## src/rtl/mlrq_pkg.sv

```systemverilog
package mlrq_pkg;

  // Table sizes of the ready queue.
  localparam int NUM_LEVELS = 8;
  localparam int NUM_IDS    = 16;

  localparam int ID_W   = $clog2(NUM_IDS);
  localparam int LINK_W = ID_W + 1;
  localparam int LVL_W  = $clog2(NUM_LEVELS);
  localparam int PRIO_W = 4;

  // Highest level a push may land on (the priority field never reaches past 8).
  localparam int TOP_LEVEL = (NUM_LEVELS - 1 < 8) ? NUM_LEVELS - 1 : 8;

  typedef logic [ID_W-1:0]   id_t;
  typedef logic [LINK_W-1:0] link_t;
  typedef logic [LVL_W-1:0]  lvl_t;

  // Link value that means "no entry".
  localparam link_t NIL_LINK = link_t'(NUM_IDS);

  typedef enum logic [1:0] {
    OP_PUSH   = 2'd0,
    OP_POP    = 2'd1,
    OP_REMOVE = 2'd2,
    OP_FIND   = 2'd3
  } op_t;

  typedef enum logic [1:0] {
    ST_OK        = 2'd0,
    ST_NOT_FOUND = 2'd1,
    ST_DUPLICATE = 2'd2
  } status_t;

endpackage

```

## src/rtl/multilevel_ready_queue.sv

```systemverilog
// Multilevel ready queue of process ids, one FIFO per priority level.
// Input channel (in_*): one request per accepted beat. in_tuser carries the
// operation (push, pop highest, remove by id, find by id); in_tdata carries
// the process id and, for a push, its signed priority. The level of an id is
// its priority plus one, clamped to the level range, and level 0 is served
// first.
// Result channel (out_*): exactly one result per request. out_tuser carries
// the status (ok, empty or not found, already queued); out_tdata carries the
// id and priority involved, both zero when the status is not ok.
// The result of an accepted request is registered and presented from the next
// clock edge on. Every request completes through the link tables and a
// priority encoder over the level heads, so one request per cycle is sustained
// while the receiver takes each result as it is presented.
// The result register acts as the output stage: a new request is taken in
// the same cycle that the previous result is taken, and while the receiver
// stalls the result holds and in_tready stays low.
// Reset (synchronous, rst_n low) empties every level and clears all queued
// flags; the link and level tables need no clearing since they are only read
// for queued ids.
module multilevel_ready_queue (
  input  logic       clk,
  input  logic       rst_n,
  input  logic       in_tvalid,
  output logic       in_tready,
  input  logic [7:0] in_tdata,   // [3:0] proc_id, [7:4] prio (signed)
  input  logic [1:0] in_tuser,   // [1:0] operation
  output logic       out_tvalid,
  input  logic       out_tready,
  output logic [7:0] out_tdata,  // [3:0] out_id, [7:4] out_prio (signed)
  output logic [1:0] out_tuser   // [1:0] status
);

  localparam int NL = mlrq_pkg::NUM_LEVELS;
  localparam int NI = mlrq_pkg::NUM_IDS;

  // Level heads and tails, reset to empty.
  mlrq_pkg::link_t head_r [NL];
  mlrq_pkg::link_t tail_r [NL];
  mlrq_pkg::link_t head_nxt [NL];
  mlrq_pkg::link_t tail_nxt [NL];

  // Per-id tables. Links and levels are only meaningful while the id is queued.
  mlrq_pkg::link_t next_r [NI];
  mlrq_pkg::link_t prev_r [NI];
  mlrq_pkg::lvl_t  lvl_r  [NI];
  mlrq_pkg::link_t next_nxt [NI];
  mlrq_pkg::link_t prev_nxt [NI];
  mlrq_pkg::lvl_t  lvl_nxt  [NI];
  logic [NI-1:0]   queued_r;
  logic [NI-1:0]   queued_nxt;

  // Result register.
  logic             out_valid_r;
  logic [7:0]       out_data_r;
  logic [1:0]       out_user_r;
  logic [7:0]       out_data_nxt;
  logic [1:0]       out_user_nxt;

  logic             accept;
  mlrq_pkg::op_t    op;
  mlrq_pkg::id_t    req_id;
  logic signed [4:0] push_lvl_s;
  mlrq_pkg::lvl_t   push_lvl;

  // Pop search and the shared unlink path.
  logic             pop_found;
  mlrq_pkg::lvl_t   pop_lvl;
  mlrq_pkg::id_t    pop_id;
  mlrq_pkg::id_t    ul_id;
  mlrq_pkg::lvl_t   ul_lvl;
  mlrq_pkg::link_t  ul_prev;
  mlrq_pkg::link_t  ul_next;
  logic             ul_prev_ok;
  logic             ul_next_ok;
  mlrq_pkg::link_t  push_tail;
  mlrq_pkg::status_t res_status;
  mlrq_pkg::id_t    res_id;
  mlrq_pkg::lvl_t   res_lvl;

  assign in_tready  = !out_valid_r || out_tready;
  assign accept     = in_tvalid && in_tready;
  assign out_tvalid = out_valid_r;
  assign out_tdata  = out_data_r;
  assign out_tuser  = out_user_r;

  assign op     = mlrq_pkg::op_t'(in_tuser);
  assign req_id = in_tdata[3:0];

  // Level of a pushed id is priority plus one, clamped to the level range.
  assign push_lvl_s = {in_tdata[7], in_tdata[7:4]} + 5'sd1;
  always_comb begin
    if (push_lvl_s < 5'sd0) begin
      push_lvl = '0;
    end else if (push_lvl_s > 5'(mlrq_pkg::TOP_LEVEL)) begin
      push_lvl = mlrq_pkg::LVL_W'(mlrq_pkg::TOP_LEVEL);
    end else begin
      push_lvl = push_lvl_s[mlrq_pkg::LVL_W-1:0];
    end
  end

  // Priority encoder: lowest-numbered level that holds an id.
  always_comb begin
    pop_found = 1'b0;
    pop_lvl   = '0;
    for (int i = NL - 1; i >= 0; i--) begin
      if (head_r[i] < mlrq_pkg::NIL_LINK) begin
        pop_found = 1'b1;
        pop_lvl   = mlrq_pkg::LVL_W'(i);
      end
    end
  end
  assign pop_id = head_r[pop_lvl][mlrq_pkg::ID_W-1:0];

  // The unlink path serves both pop (the head found) and remove (the given id).
  assign ul_id      = (op == mlrq_pkg::OP_POP) ? pop_id : req_id;
  assign ul_lvl     = lvl_r[ul_id];
  assign ul_prev    = prev_r[ul_id];
  assign ul_next    = next_r[ul_id];
  assign ul_prev_ok = ul_prev < mlrq_pkg::NIL_LINK;
  assign ul_next_ok = ul_next < mlrq_pkg::NIL_LINK;
  assign push_tail  = tail_r[push_lvl];

  always_comb begin
    head_nxt   = head_r;
    tail_nxt   = tail_r;
    next_nxt   = next_r;
    prev_nxt   = prev_r;
    lvl_nxt    = lvl_r;
    queued_nxt = queued_r;
    res_status = mlrq_pkg::ST_NOT_FOUND;
    res_id     = req_id;
    res_lvl    = lvl_r[req_id];

    case (op)
      mlrq_pkg::OP_PUSH: begin
        res_lvl = push_lvl;
        if (queued_r[req_id]) begin
          res_status = mlrq_pkg::ST_DUPLICATE;
        end else begin
          res_status       = mlrq_pkg::ST_OK;
          lvl_nxt[req_id]  = push_lvl;
          next_nxt[req_id] = mlrq_pkg::NIL_LINK;
          prev_nxt[req_id] = push_tail;
          if (push_tail < mlrq_pkg::NIL_LINK) begin
            next_nxt[push_tail[mlrq_pkg::ID_W-1:0]] = {1'b0, req_id};
          end else begin
            head_nxt[push_lvl] = {1'b0, req_id};
          end
          tail_nxt[push_lvl]  = {1'b0, req_id};
          queued_nxt[req_id]  = 1'b1;
        end
      end
      mlrq_pkg::OP_POP, mlrq_pkg::OP_REMOVE: begin
        if (op == mlrq_pkg::OP_POP) begin
          res_id  = pop_id;
          res_lvl = pop_lvl;
        end
        if ((op == mlrq_pkg::OP_POP) ? pop_found : queued_r[req_id]) begin
          res_status = mlrq_pkg::ST_OK;
          if (ul_prev_ok) begin
            next_nxt[ul_prev[mlrq_pkg::ID_W-1:0]] = ul_next;
          end else begin
            head_nxt[ul_lvl] = ul_next_ok ? ul_next : mlrq_pkg::NIL_LINK;
          end
          if (ul_next_ok) begin
            prev_nxt[ul_next[mlrq_pkg::ID_W-1:0]] = ul_prev;
          end else begin
            tail_nxt[ul_lvl] = ul_prev_ok ? ul_prev : mlrq_pkg::NIL_LINK;
          end
          queued_nxt[ul_id] = 1'b0;
        end
      end
      mlrq_pkg::OP_FIND: begin
        if (queued_r[req_id]) begin
          res_status = mlrq_pkg::ST_OK;
        end
      end
      default: begin
        res_status = mlrq_pkg::ST_NOT_FOUND;
      end
    endcase

    // Priority is level minus one; id and priority read zero unless ok.
    out_user_nxt = res_status;
    if (res_status == mlrq_pkg::ST_OK) begin
      out_data_nxt = {mlrq_pkg::PRIO_W'(res_lvl) - mlrq_pkg::PRIO_W'(1), res_id};
    end else begin
      out_data_nxt = '0;
    end
  end

  // Control state and level pointers.
  always_ff @(posedge clk) begin
    if (!rst_n) begin
      out_valid_r <= 1'b0;
      queued_r    <= '0;
      for (int i = 0; i < NL; i++) begin
        head_r[i] <= mlrq_pkg::NIL_LINK;
        tail_r[i] <= mlrq_pkg::NIL_LINK;
      end
    end else begin
      if (accept) begin
        out_valid_r <= 1'b1;
        queued_r    <= queued_nxt;
        head_r      <= head_nxt;
        tail_r      <= tail_nxt;
      end else if (out_tready) begin
        out_valid_r <= 1'b0;
      end
    end
  end

  // Payload: link tables and the result data.
  always_ff @(posedge clk) begin
    if (accept) begin
      next_r     <= next_nxt;
      prev_r     <= prev_nxt;
      lvl_r      <= lvl_nxt;
      out_data_r <= out_data_nxt;
      out_user_r <= out_user_nxt;
    end
  end

endmodule

```

## config.mk

```make
export PLATFORM = sky130hd
export DESIGN_NAME = multilevel_ready_queue
export DESIGN_NICKNAME = d
export VERILOG_FILES = /design/src/rtl/mlrq_pkg.sv /design/src/rtl/multilevel_ready_queue.sv
export SDC_FILE = /design/constraint.sdc
export NUM_CORES = 1
export LEC_CHECK = 0
export BUFFER_PORTS_ARGS = -buffer_cell sky130_fd_sc_hd__buf_2
export CAP_MARGIN = 20
export CORE_UTILIZATION = 40
export DETAILED_ROUTE_END_ITERATION = 8
export GPL_ROUTABILITY_DRIVEN = 0
export SLEW_MARGIN = 20
export SYNTH_ARGS = -nofsm -noshare
export SYNTH_HDL_FRONTEND = slang
export SYNTH_SLANG_ARGS = --single-unit
export TNS_END_PERCENT = 5
```

## constraint.sdc

```tcl
create_clock -name clk -period 4.87 [get_ports clk]
set_input_delay 0.2435 -clock clk [delete_from_list [all_inputs] [get_ports clk]]
set_output_delay 0.2435 -clock clk [all_outputs]
set_load 0.03 [all_outputs]
```

== Word level (Yosys, flattened, before mapping) ==
Cells that the tools add are included.

* Input bits: 14
* Logic and storage cells: 247
* Output and inout bits: 12
* Flip-flop bits (word level): 315

* Multiplexer cells: 99
* Add/subtract/negate cells: 2
* Equality and inequality tests: 10
* $lt $le $gt $ge: 31
* Bitwise logic cells: 15
* Reductions and logical operators: 22

{| class="wikitable"
|+ Operators by type and width
! operator !! number
|-
| $mux 80 || 7
|-
| $bwmux 80 || 4
|-
| $pmux 80 s2 || 2
|-
| $mux 40 || 7
|-
| $bwmux 40 || 4
|-
| $pmux 40 s2 || 2
|-
| $demux 5 s4 || 4
|-
| $mux 5 || 14
|-
| $and 64x64->64 || 1
|-
| $not 64->64 || 1
|-
| $lt 5x5->1 const B || 11
|-
| $bwmux 48 || 1
|-
| $mux 3 || 16
|-
| $bmux 5 s4 || 2
|-
| $mux 16 || 2
|-
| $or 16x16->16 || 2
|-
| $pmux 16 s2 || 1
|-
| $bmux 5 s3 || 2
|-
| $demux 5 s3 || 2
|-
| $ge 5x5->1 const B || 5
|-
| $lt 5x1->1 const B || 5
|-
| $not 4->5 || 5
|-
| $bmux 3 s4 || 2
|-
| $and 16x16->16 || 1
|-
| other kinds (31) || 76
|}

== Longest topological paths before layout ==
* Depth in word-level cells: 27
* Depth in mapped cells: 19
* Gate-level depth less buffers: 13

== Worst setup path after synthesis ==
OpenSTA, ideal clock, no wires.

* Path type: reg2reg
* Start point: reg head_r[29] (netlist bit)
* End point: reg next_r[55] (netlist bit), enable pin
* Data arrival time: 3858 ps
* Period minus slack after synthesis: 4209 ps
* Path slack: 661 ps
* Library setup time: 351 ps
* Stages on the path, launching flop included: 18
* Buffers on the path: 5
* Data required time: 4519 ps
* Path through: dfxtp_1 > nand2_2 > or3_1 > buf_2 > nand3_2 > o221ai_2 > or4_1 > buf_6 > buf_6 > buf_6 > buf_4 > and2_0 > a211oi_1 > a21oi_1 > a221oi_4 > and2b_1 > nand3_1 > a21oi_1

* Cells in the longest elaborated chain, start to end: 16
* Elaborated cells between the ends (all ways): 21
* Classes of those cells: order compare: 2; eq/ne: 2; mux: 14; bitwise: 2; reduce/logical: 1

{| class="wikitable"
|+ RTL lines
! element !! line !! RTL
|-
| start, declared || multilevel_ready_queue.sv:37 || <nowiki>mlrq_pkg::link_t head_r [NL];</nowiki>
|-
| start signal, assigned by index || multilevel_ready_queue.sv:198 || <nowiki>head_r[i] <= mlrq_pkg::NIL_LINK;</nowiki>
|-
| start signal, assigned || multilevel_ready_queue.sv:205 || <nowiki>head_r <= head_nxt;</nowiki>
|-
| $lt 5x5->1 * || multilevel_ready_queue.sv:106 || <nowiki>if (head_r[i] < mlrq_pkg::NIL_LINK) begin</nowiki>
|-
| $mux 3 (3 in series) || multilevel_ready_queue.sv:106 ||
|-
| $not 3->4 (not written as such) || multilevel_ready_queue.sv:112 || <nowiki>assign pop_id = head_r[pop_lvl][mlrq_pkg::ID_W-1:0];</nowiki>
|-
| $bmux 5 s3 || multilevel_ready_queue.sv:112 ||
|-
| $mux 4 (not written as such) (2 in series) || multilevel_ready_queue.sv:112 ||
|-
| $mux 4 || multilevel_ready_queue.sv:115 || <nowiki>assign ul_id = (op == mlrq_pkg::OP_POP) ? pop_id : req_id;</nowiki>
|-
| $not 4->5 (not written as such) || multilevel_ready_queue.sv:117 || <nowiki>assign ul_prev = prev_r[ul_id];</nowiki>
|-
| $bmux 5 s4 || multilevel_ready_queue.sv:117 ||
|-
| $mux 5 (not written as such) (2 in series) || multilevel_ready_queue.sv:117 ||
|-
| $lt 5x5->1 || multilevel_ready_queue.sv:119 || <nowiki>assign ul_prev_ok = ul_prev < mlrq_pkg::NIL_LINK;</nowiki>
|-
| $ne 2x2->1 (no source line) || -- ||
|-
| $reduce_and 5->1 (no source line) * || -- ||
|-
| end signal, assigned || multilevel_ready_queue.sv:216 || <nowiki>next_r <= next_nxt;</nowiki>
|-
| end, declared || multilevel_ready_queue.sv:43 || <nowiki>mlrq_pkg::link_t next_r [NI];</nowiki>
|}

Every way passes the cells marked *; elsewhere a longest branch is shown, timed or not. The select of a mux whose other input is x is not followed.
A chain may end at the register's enable or synchronous reset.

== Final worst setup path ==
* Start point: reg head_r[4] (netlist bit)
* End point: reg next_r[3] (netlist bit), enable pin

* Cells in the longest elaborated chain, start to end: 21
* Elaborated cells between the ends (all ways): 31
* Classes of those cells: order compare: 2; eq/ne: 2; mux: 24; bitwise: 2; reduce/logical: 1

{| class="wikitable"
|+ RTL lines
! element !! line
|-
| $lt 5x5->1 * || multilevel_ready_queue.sv:106
|-
| $mux 3 (8 in series) || multilevel_ready_queue.sv:106
|-
| $not 3->4 (not written as such) || multilevel_ready_queue.sv:112
|-
| $bmux 5 s3 || multilevel_ready_queue.sv:112
|-
| $mux 4 (not written as such) (2 in series) || multilevel_ready_queue.sv:112
|-
| $mux 4 || multilevel_ready_queue.sv:115
|-
| $not 4->5 (not written as such) || multilevel_ready_queue.sv:117
|-
| $bmux 5 s4 || multilevel_ready_queue.sv:117
|-
| $mux 5 (not written as such) (2 in series) || multilevel_ready_queue.sv:117
|-
| $lt 5x5->1 || multilevel_ready_queue.sv:119
|-
| $ne 2x2->1 (no source line) || --
|-
| $reduce_and 5->1 (no source line) * || --
|}

Marks and branches as above.

==> impl_results.md <==
- Worst path buffer plus inverter count: 1
- Synthesized area: between 15000 and 20000 um2
- Fin crit share: 97.4%
- Uppermost layer routed: met5
- Post-synth ARST share: 0%
- Largest area contributor in the netlist: edfxtp_1
- Pwr/cell area: roughly 350 nW/um2
- Most frequent cells after synthesis: 218 x edfxtp_1, 151 x o22ai_1, 145 x nand2_1, 137 x a21oi_1, 120 x mux2i_1
- Die area: approximately 47000 um2
- Die H: between 200 and 250 um
- DRC viols: 0
- Htree depth: 2
- Final-report setup violation count: 0
- Peak supply drop: roughly 0.23 mV
- Iter 0 DRT Violations: around 2200
- Synth unique cells: 87
- Fraction of layout cells with a size suffix above 1: 15.7%
- I/O Buffers: 25
- Most frequent CP cell: a21oi_1
- Metal2 WL: around 28 mm
- Routed WL: 62.1 mm
- # diodes: 0
- Status: finished, final reports clean
- Slack of the worst reg-to-reg path: ~0.13 ns
- Final WS setup: about 0.13 ns
- Primary FF master, synth: edfxtp_1
- Overall Power: between 7 and 8 mW
- Vias: between 15000 and 20000
- Die Wd: between 200 and 250 um
- Pre-antenna DRT Iters: 6
- CP Launch Type: flop
- Final Max Tran Viols: 0
- Synth Instances: approximately 1800
- Cell row count: between 70 and 80
- Worst min path class: in -> reg
- Synth area leaders: edfxtp_1 36%, dfxtp_1 11%, mux2i_1 6.6%, o22ai_1 5.2%, a21oi_1 3.8%
- Count of final hold-check violations: 0
- Vias/cell: between 6 and 7
- CP Data Arrival Time: a little under 5 ns
- Setup Buffers After CTS: 0
- Setup WS pre-CTS: about 0.048 ns
- Clk buf depth: 3
- Clock sink count: 315
- Hpwl dp: about 42 mm
- Ports: 26
- Clock slew at reported path FFs: 0.06 ns
- Total track usage: 26.0%
- Vias in the first global route: 14800
- Crit path time final: between 4 and 5 ns
- Met3 Wirelength: 5.80 mm
- Worst Path Required: about 5.1 ns
- Max incr delay on CP: between 0.5 and 0.6 ns
- Crit path cell chain: nor2b_1, o2111a_1, nor2_2, mux2i_1, mux2_2, a21oi_1, o31ai_2, buf_4, a22o_1, a221oi_4, nor2_1, nand2_1, a21oi_1
- Largest net degree at the start of global routing: 83
- RSZ-0062 raised after global routing: true
- First-pass GRT wire length: around 93 mm
- Yosys Warn Count: 0
- Initial antenna violation count: 1
- Crit Path Max Fanout: 13
- CORE AREA: 44600 um2
- Leakage: about 7.1 nW
- Max Cap Violations: 0
- Crit. End Element: flop
- F_max: about 210 MHz
- Area Overhead vs Synth: 12.2%
- Dpl cells: ~2400
- Starting Density: between 40 and 50%
- Syn Nets: between 1500 and 2000
- Max stage delay cell, worst path: a21oi_1
- Setup TNS: 0 ns
- Fin cells: approximately 2400
- Count leader, synth: edfxtp_1
- Cell family with most CP delay: compound AO/OA/AOI/OAI gates
- Metal1 wirelength: ~26 mm
- Post-synthesis sequential area ratio: 46.5%
- TritonCTS buffer count: 37
- Setup Crit Path Kind: reg -> reg
- Clk_skew: roughly 0.019 ns
- Worst Tran Pin Value: approximately 1 ns
- Post-layout util: a little under half
- Number of synthesized flops with an enable pin: 218
- Remaining antenna violation count: 0
- Avg WL per Cell: 25.6 um
- Final layout net count: approximately 1800
- Root buf cell: clkbuf_16
- CTS tree: built
- Global route overflow: 0
- Yosys top cell area share: between 30% and 40%
- Synth Area per Inst: around 10 um2
- Flops & latches, synth: about 320
- Max_slew headroom: between 30 and 40%
- Clock Latency Late Sink: about 0.56 ns
registers in the layout, indices dropped and copies added (netlist names):
signal	count
out_tdata	8
out_tuser	2
lvl_r	48
queued_r	16
next_r	80
prev_r	80
tail_r	40
out_tvalid	1
head_r	40
power breakdown:
part | switching, mW | internal, mW | total (mW)
logic | 1.06 | 0.493 | 1.55
clock network | 1.12 | 1.50 | 2.62
registers | 0.0544 | 2.97 | 3.02
total | 2.23 | 4.97 | 7.19
per-stage QoR:
step / hold slack, ns / cell area (um2)
6_report: 0.265 / 20500
5_1_grt: 0.276 / 20500
4_1_cts: 0.238 / 20400
3_5_place_dp: 0.468 / 19300
3_3_place_gp: 0.462 / 19300
2_1_floorplan: 0.373 / 18300
logic make-up after synthesis:
kind of cell / synth area share (%)
fa+ha+maj: 0.480
compound gates: 23.0
flops: 46.5
xor+xnor: 0.192
buf+inv: 4.47
simple gates: 15.7
mux: 9.68
layout by cell type (no fill, tap or decap), types with 8 or more instances in the layout:
cell / instances
and2_1: 39
nor3b_1: 45
a21oi_2: 18
o21ai_0: 75
nor2b_1: 22
nand4_1: 24
or2_2: 13
a21oi_1: 120
mux2i_1: 120
a22o_1: 11
o221ai_1: 12
buf_4: 99
nand2b_1: 15
nor2_1: 89
a222oi_1: 8
mux4_2: 20
nand2_1: 145
a31o_2: 9
edfxtp_1: 218
o2bb2ai_1: 8
inv_1: 21
or3_1: 10
a211oi_1: 25
clkbuf_16: 39
mux2_2: 9
a32o_1: 10
buf_2: 25
a22oi_1: 16
and2_0: 12
a221o_1: 44
nor3_1: 39
dfxtp_1: 97
o22ai_1: 151
a211o_1: 17
nand3_1: 53
worst register-to-register path, stage by stage (launching register included):
cell and delay, ns:
dfxtp_1 0.48, nor2b_1 0.13, o2111a_1 0.34, nor2_2 0.39, mux2i_1 0.35, mux2_2 0.23, a21oi_1 0.14, o31ai_2 0.43
buf_4 0.35, a22o_1 0.28, a221oi_4 0.09, nor2_1 0.34, nand2_1 0.28, a21oi_1 0.56
final timing paths:
check	from	end	depth (start not counted)
max	head_r[4]	next_r[3]	13
min	in_tuser[1]	out_tuser[0]	4
max reg2reg	head_r[4]	next_r[3]	13
min reg2reg	tail_r[8]	tail_r[8]	1
per-layer routing:
layer / GRT usage, % / vias to the layer above
met5: 0 / -
met4: 9.76 / 2
met3: 4.85 / 145
met2: 40.2 / 873
met1: 36.1 / 7748
li1: - / 7061
cell type report:
cell class                 count  area (um2)
clock buffer                  46        1000
clock inverter                15         101
fill                        4106       24100
inverter                      24        90.1
multi-input combinational   1305        9080
sequential                   315        8490
tap                          592         741
timing repair buffer         131         980
what timing repair did:
action,CTS,global route
hold buffers,2,0
resized for setup,0,19
setup endpoints to repair,0,192
hold endpoints to repair,1,0
(Power assumes the default switching activity.)
